**src/rtl/qsed_pkg.sv**
```systemverilog
// Package for the quoted string escape decoder.
// Holds the phase and status codes, character constants and the result record.
// No dependencies.
`default_nettype none

package qsed_pkg;

  typedef enum logic [1:0] {
    PhIdle = 2'd0,
    PhStr  = 2'd1,
    PhEsc  = 2'd2
  } phase_e;

  typedef enum logic [2:0] {
    StData   = 3'd0,
    StEnd    = 3'd1,
    StEof    = 3'd2,
    StNl     = 3'd3,
    StBadEsc = 3'd4
  } status_e;

  localparam logic [7:0] CH_NUL    = 8'h00;
  localparam logic [7:0] CH_BS     = 8'h08;
  localparam logic [7:0] CH_TAB    = 8'h09;
  localparam logic [7:0] CH_LF     = 8'h0A;
  localparam logic [7:0] CH_FF     = 8'h0C;
  localparam logic [7:0] CH_CR     = 8'h0D;
  localparam logic [7:0] CH_QUOTE  = 8'h22;
  localparam logic [7:0] CH_SLASH  = 8'h2F;
  localparam logic [7:0] CH_BSLASH = 8'h5C;
  localparam logic [7:0] CH_LC_B   = 8'h62;
  localparam logic [7:0] CH_LC_F   = 8'h66;
  localparam logic [7:0] CH_LC_N   = 8'h6E;
  localparam logic [7:0] CH_LC_R   = 8'h72;
  localparam logic [7:0] CH_LC_T   = 8'h74;

  typedef struct packed {
    logic       valid;
    status_e    status;
    logic [7:0] data;
    logic       last;
  } res_t;

endpackage

`default_nettype wire

```
**src/rtl/quoted_string_escape_decoder.sv**
```systemverilog
// Top level of the quoted string escape decoder: input register, decode stage,
// result register. Depends on qsed_pkg and qsed_decode.
`default_nettype none

// Channel   Dir  Signals                         Request contents
// s_axis    in   tvalid tready tdata[7:0]        in_byte
// m_axis    out  tvalid tready tdata[7:0]        data_byte
//                tuser[2:0] tlast                status, last
//
// One byte per cycle sustained while m_axis is not stalled; each request is held in the
// input register, and a byte that yields a result is decoded into the result register.
// The rate is set by the single phase register update in the decode stage.
// Reset clears both valid flags and returns the phase to awaiting an opening quote.
// A stall on m_axis holds the result register; the input register still
// takes a request while the result register is empty or draining.

module quoted_string_escape_decoder
  import qsed_pkg::*;
(
  input  wire logic       clk_i,
  input  wire logic       rst_ni,
  input  wire logic       s_axis_tvalid,
  output      logic       s_axis_tready,
  input  wire logic [7:0] s_axis_tdata,   // [7:0] in_byte
  output      logic       m_axis_tvalid,
  input  wire logic       m_axis_tready,
  output      logic [7:0] m_axis_tdata,   // [7:0] data_byte
  output      logic [2:0] m_axis_tuser,   // [2:0] status
  output      logic       m_axis_tlast
);

  logic       in_vld_q;
  logic [7:0] in_byte_q;
  logic       out_vld_q;
  status_e    out_status_q;
  logic [7:0] out_data_q;
  logic       out_last_q;
  logic       out_free;
  logic       fire;
  res_t       res;

  // The result register can take a new result when empty or being drained.
  assign out_free      = !out_vld_q || m_axis_tready;
  // Advance the buffered byte through decode when the result slot is free.
  assign fire          = in_vld_q && out_free;
  assign s_axis_tready = !in_vld_q || fire;

  always_ff @(posedge clk_i or negedge rst_ni) begin
    if (!rst_ni) begin
      in_vld_q <= 1'b0;
    end else if (s_axis_tready) begin
      in_vld_q <= s_axis_tvalid;
    end
  end

  always_ff @(posedge clk_i) begin
    if (s_axis_tready && s_axis_tvalid) begin
      in_byte_q <= s_axis_tdata;
    end
  end

  qsed_decode u_decode (
    .clk_i  (clk_i),
    .rst_ni (rst_ni),
    .fire_i (fire),
    .byte_i (in_byte_q),
    .res_o  (res)
  );

  // Result register: load on a firing decode with a result, drop once taken.
  always_ff @(posedge clk_i or negedge rst_ni) begin
    if (!rst_ni) begin
      out_vld_q <= 1'b0;
    end else if (out_free) begin
      out_vld_q <= fire && res.valid;
    end
  end

  always_ff @(posedge clk_i) begin
    if (fire && res.valid) begin
      out_status_q <= res.status;
      out_data_q   <= res.data;
      out_last_q   <= res.last;
    end
  end

  assign m_axis_tvalid = out_vld_q;
  assign m_axis_tdata  = out_data_q;
  assign m_axis_tuser  = out_status_q;
  assign m_axis_tlast  = out_last_q;

`ifndef SYNTHESIS
  a_last_marks_end : assert property (@(posedge clk_i) disable iff (!rst_ni)
    m_axis_tvalid |-> (m_axis_tlast == (m_axis_tuser != StData)))
    else $error("tlast disagrees with status");

  a_zero_data : assert property (@(posedge clk_i) disable iff (!rst_ni)
    (m_axis_tvalid && (m_axis_tuser == StEnd || m_axis_tuser == StEof ||
      m_axis_tuser == StNl)) |-> (m_axis_tdata == 8'h00))
    else $error("nonzero data on end or error status");

  a_ready_when_empty : assert property (@(posedge clk_i) disable iff (!rst_ni)
    !out_vld_q |-> s_axis_tready)
    else $error("input stalled with empty result register");

  a_no_status_beyond : assert property (@(posedge clk_i) disable iff (!rst_ni)
    m_axis_tvalid |-> (m_axis_tuser <= StBadEsc))
    else $error("status code out of range");
`endif

endmodule

`default_nettype wire

```
**src/rtl/qsed_decode.sv**
```systemverilog
// Phase register and per-byte decode logic of the quoted string escape decoder.
// Depends on qsed_pkg.
`default_nettype none

module qsed_decode
  import qsed_pkg::*;
(
  input  wire logic       clk_i,
  input  wire logic       rst_ni,
  input  wire logic       fire_i,
  input  wire logic [7:0] byte_i,
  output res_t            res_o
);

  phase_e phase_q, phase_d;

  always_comb begin
    res_o        = '0;
    res_o.status = StData;
    phase_d      = phase_q;
    case (phase_q)
      PhStr: begin
        phase_d = PhIdle;
        res_o.valid = 1'b1;
        res_o.last  = 1'b1;
        case (byte_i)
          CH_NUL:   res_o.status = StEof;
          CH_LF:    res_o.status = StNl;
          CH_QUOTE: res_o.status = StEnd;
          CH_BSLASH: begin
            res_o.valid = 1'b0;
            res_o.last  = 1'b0;
            phase_d     = PhEsc;
          end
          default: begin
            res_o.last = 1'b0;
            res_o.data = byte_i;
            phase_d    = PhStr;
          end
        endcase
      end
      PhEsc: begin
        res_o.valid = 1'b1;
        phase_d     = PhStr;
        case (byte_i)
          CH_NUL: begin
            res_o.status = StEof;
            res_o.last   = 1'b1;
            phase_d      = PhIdle;
          end
          CH_BSLASH, CH_SLASH, CH_QUOTE: res_o.data = byte_i;
          CH_LC_B: res_o.data = CH_BS;
          CH_LC_F: res_o.data = CH_FF;
          CH_LC_N: res_o.data = CH_LF;
          CH_LC_R: res_o.data = CH_CR;
          CH_LC_T: res_o.data = CH_TAB;
          default: begin
            res_o.status = StBadEsc;
            res_o.data   = byte_i;
            res_o.last   = 1'b1;
            phase_d      = PhIdle;
          end
        endcase
      end
      default: phase_d = PhStr;  // take any byte as the opening quote
    endcase
  end

  always_ff @(posedge clk_i or negedge rst_ni) begin
    if (!rst_ni) begin
      phase_q <= PhIdle;
    end else if (fire_i) begin
      phase_q <= phase_d;
    end
  end

endmodule

`default_nettype wire

```
**config.mk**
```make
export PLATFORM = sky130hd
export DESIGN_NAME = quoted_string_escape_decoder
export DESIGN_NICKNAME = d
export VERILOG_FILES = /design/src/rtl/qsed_pkg.sv /design/src/rtl/quoted_string_escape_decoder.sv /design/src/rtl/qsed_decode.sv
export SDC_FILE = /design/constraint.sdc
export NUM_CORES = 1
export LEC_CHECK = 0
export BUFFER_PORTS_ARGS = -buffer_cell sky130_fd_sc_hd__buf_2
export CORE_MARGIN = 2
export CORE_UTILIZATION = 35
export CTS_CLUSTER_DIAMETER = 30
export DETAILED_ROUTE_END_ITERATION = 7
export GPL_ROUTABILITY_DRIVEN = 1
export MAX_ROUTING_LAYER = met4
export PLACE_DENSITY = 0.64
export RECOVER_POWER = 25
export SLEW_MARGIN = 30
export SYNTH_ARGS = -nofsm -noshare
export SYNTH_HDL_FRONTEND = slang
export SYNTH_SLANG_ARGS = --single-unit
```
**constraint.sdc**
```tcl
create_clock -name clk_i -period 5.23 [get_ports clk_i]
set_input_delay 0.7845 -clock clk_i [delete_from_list [all_inputs] [get_ports clk_i]]
set_output_delay 0.7845 -clock clk_i [all_outputs]
set_load 0.05 [all_outputs]
```
## Word level (Yosys, flattened, before mapping)

Index checks and enable logic that the tools add are counted.

| word-level totals | value |
|---|---|
| word-level logic and storage cells | 40 |
| output and inout bits | 14 |
| bits in registers | 24 |

| operators by class | value |
|---|---|
| multiplexer cells | 11 |
| equal/unequal tests | 11 |
| reductions and logical operators | 11 |

Operators by type and width:

| cell | count |
|---|---|
| $eq A8 B7 Y1 const B | 6 |
| $pmux W8 S6 | 1 |
| $pmux W13 S2 | 1 |
| $eq A8 B6 Y1 const B | 2 |
| $eq A8 B4 Y1 const B | 1 |
| $logic_not A8 Y1 | 1 |
| $mux W8 | 1 |
| $pmux W2 S2 | 2 |
| $reduce_or A8 Y1 | 1 |
| $pmux W2 S3 | 1 |
| $pmux W3 S2 | 1 |
| $mux W1 | 4 |
| $reduce_or A4 Y1 | 1 |
| $logic_and A1 B1 Y1 | 3 |
| $reduce_or A3 Y1 | 1 |
| $eq A2 B1 Y1 const B | 1 |
| $eq A2 B2 Y1 const B | 1 |
| $logic_not A1 Y1 | 2 |
| $logic_or A1 B1 Y1 | 2 |

## Logic depth before layout (Yosys ltp)

| depth | value |
|---|---|
| depth after elaboration | 5 |
| depth in mapped cells | 6 |

## Cells and area by module

A second synthesis with hierarchy kept.

| unflattened totals | value |
|---|---|
| cells, all modules | 107 |
| area total of the unflattened synthesis | 1267.5 um^2 |

Modules (own cells, without submodules):

| module | sequential area each (um^2) | times used | area each (um^2) | cells an instance |
|---|---|---|---|---|
| quoted_string_escape_decoder | 650.6 | 1 | 711.9 | 30 |
| qsed_decode | 50.0 | 1 | 555.5 | 77 |

## Least setup slack after synthesis

OpenSTA, ideal clock, no wires.

| path | value |
|---|---|
| path type | in2reg |
| from | input m_axis_tready |
| to | register out_data_q[0], in the netlist m_axis_tdata[0] (enable) |
| required time | 4834 ps |
| arrival time | 1933 ps |
| stages on the path | 3 |
| path slack | 2901 ps |
| path buffers | 0 |
| cells stage by stage | nor2b_1 > nand2b_1 > nor3_1 |

| between the ends | value |
|---|---|
| cells in the longest elaborated chain, start to end | 3 |

RTL lines:

| what | line | source |
|---|---|---|
| start: declaration | quoted_string_escape_decoder.sv:26 | `input wire logic m_axis_tready,` |
| $logic_or A1 B1 Y1 | quoted_string_escape_decoder.sv:43 | `assign out_free = !out_vld_q \|\| m_axis_tready;` |
| $logic_and A1 B1 Y1 | quoted_string_escape_decoder.sv:45 | `assign fire = in_vld_q && out_free;` |
| $logic_and A1 B1 Y1 | quoted_string_escape_decoder.sv:80 | `if (fire && res.valid) begin` |
| end signal: assignment | quoted_string_escape_decoder.sv:82 | `out_data_q <= res.data;` |
| end: declaration | quoted_string_escape_decoder.sv:36 | `logic [7:0] out_data_q;` |

Every way passes these cells.
A chain may end at the register's enable or synchronous reset.

==> impl_results.md <==
* Synth area leaders: edfxtp_1 (49%), dfrtp_1 (8.2%), and2_1 (3.1%), nand2_1 (2.8%), nor2_1 (2.4%)
* RSZ-0062 raised after global routing: false
* Layout Cells excl Fill at 178
* Synth Warn # at 0
* Post-synth top area share at 49.0%
* Critical path arrival at 2490 ps
* Largest net degree at the start of global routing at 17
* CP Class: flop to flop
* Syn nets at 123
* Post-DP HPWL at 1.53 mm
* Crit Path Max Fanout at 12
* Hold Crit Class: input pin to async pin
* Vias/cell at 5.01
* Initial Util at 36.5%
* RD Place Congestion at 0.877
* Final Instance Area at 1440 sq um
* Fmax at 0.416 GHz
* Synthesized area per cell at 11.2 sq um
* Reg2reg end: m_axis_tdata[0]
* Clock buffer depth at 2
* CP Capture Type: flop
* Final setup viols at 0
* Fraction of layout cells with a size suffix above 1 at 22.0%
* ANT nets after route at 0
* Syn-to-layout area delta at 17.4%
* Cell variety after synth at 40
* Reg2reg setup slack at 2830 ps
* Most common cell in the netlist: edfxtp_1
* CTS tree: built
* # DRC at 0
* Worst IR Drop VDD at 0.214 mV
* Final hold violation count at 0
* Final net count at 147
* Skew final at 7.71 ps
* #FFs+latches synth at 24
* 1st-iter DRT viols at 17
* Cell taking the most area after synthesis: edfxtp_1
* Global Route Usage Sum at 11.7%
* Startpoint types: flop
* Vias in the first global route at 840
* FFs w/ async S/R, synth at 16.7%
* Sequential share of the synthesized area at 57.1%
* Clk sinks at 24
* Wire length of the first global-routing pass at 3.66 mm
* Die X at 63.2 microns
* Drt wl/cell at 11.6 microns
* Dpl cells at 174
* Placement row count at 21
* Min Hold Slack at 276 ps
* Core box area at 3360 sq um
* Slew Limit Fails at 0
* Die area at 3990 sq um
* Number of synthesized flops with an enable pin at 20
* H-tree levels at 1
* Ports at 26
* DR vias at 891
* Die H at 63.2 microns
* Rel. slew slack at 67.8%
* CP Launch Point: in_byte_q[4]
* PostCTS Resize Cnt at 0
* Final wirelength at 2.06 mm
* Reg2Reg Launch Point: in_byte_q[4]
* WP data required at 5320 ps
* Post-CTS setup buffer count at 0
* R2R cell count at 5
* Fin util at 42.8%
* Fin Setup TNS at 0 ps
* Clock Latency Late Sink at 310 ps
* Hold buffer count at CTS at 0
* Placed Area at 1390 sq um
* Mapped Cells at 109
* Pre-CTS setup slack at 2860 ps
* Worst setup path endpoint: m_axis_tdata[0]
* Final WS setup at 2830 ps
* Pre-antenna DRT Iters at 4
* Fin crit share at 45.9%
* GRT overflow at 0
* Final Critical Period at 2400 ps
* Dominant synthesized flop cell: edfxtp_1
* Port bufs at 25
* Top post-synthesis cells by count: edfxtp_1 (20), nand2_1 (9), nor2_1 (8)
* Run status: complete, no violations
* Worst-path clk slew at 130 ps
* Leakage at 0.553 nW
* Diodes inserted at 0
* Slew @ Worst Pin at 482 ps
* Synthesized cell area at 1230 sq um
* PwrDens at 522 nW/um^2
* Number of max-cap violations at 0
* Tot Pwr at 0.751 mW
* Initial antenna violation count at 0
* CTS buffer count at 3
* Root Buffer: clkbuf_4
-- per-layer routing --
layer / track usage (%) / part of all wire (%)
met3: 2.14 / 6.0
met2: 18.4 / 46
met5: - / 0
met1: 14.7 / 46
met4: 5.43 / 1.8
-- flip-flops by register name, summed over array words and instances, names as in the netlist --
name              count
in_byte_q             8
in_vld_q              1
m_axis_tdata          8
m_axis_tlast          1
m_axis_tuser          3
m_axis_tvalid         1
u_decode.phase_q      2
-- how the worst min path moves through the flow --
stage | start | cells past startpoint | endpoint
2_1_floorplan | u_decode.phase_q[1] | 2 | u_decode.phase_q[1]
3_3_place_gp | in_vld_q | 1 | m_axis_tvalid
3_5_place_dp | u_decode.phase_q[1] | 2 | u_decode.phase_q[1]
4_1_cts | rst_ni | 1 | m_axis_tvalid
5_1_grt | rst_ni | 1 | m_axis_tvalid
6_report | rst_ni | 1 | in_vld_q
-- where the power goes --
part	leakage, nW	internal [mW]	switching [mW]	total [mW]
Combinational	0.286	0.0846	0.233	0.317
Clock	0.0279	0.0775	0.0550	0.133
Sequential	0.239	0.277	0.0252	0.302
-- cells in the final DEF (no fill, tap or decap), types with 2 or more instances in the layout --
master    count
nand2b_1      2
o21ai_0       2
nand2_1       9
dfrtp_1       4
ha_1          2
clkbuf_4      3
a21o_1        2
or3_1         4
xor2_1        3
edfxtp_1     20
a32oi_1       2
o211ai_1      2
nor3b_1       3
nand3_1       3
nor2b_1       3
inv_1         3
a21oi_1       3
nor3_1        3
and2_1        5
buf_2        24
nor2_1        8
-- critical path, cell delays in order (launching register included) --
cell      delay [ps]
edfxtp_1         560
or4_1            600
or2_0            310
o211ai_1         260
a21oi_1          180
a22o_1           260
-- cells by family after synthesis --
family          Yosys count  share of synthesized area [%]
compound gates           21                           13.2
xor+xnor                  4                           2.86
fa+ha+maj                 2                           2.04
buf+inv                  10                           3.16
flops                    24                           57.1
mux                       1                          0.816
simple gates             47                           20.8
-- layout make-up --
type / count / area [sq um]
repair buffers: 26 / 131
flip-flops and latches: 24 / 701
fillers: 358 / 1920
well taps: 46 / 57.6
clock inverters: 1 / 30.0
clock buffers: 3 / 22.5
multi-input cells: 75 / 487
inverters: 3 / 11.3
Note: power is estimated with default switching activity, not from simulation.
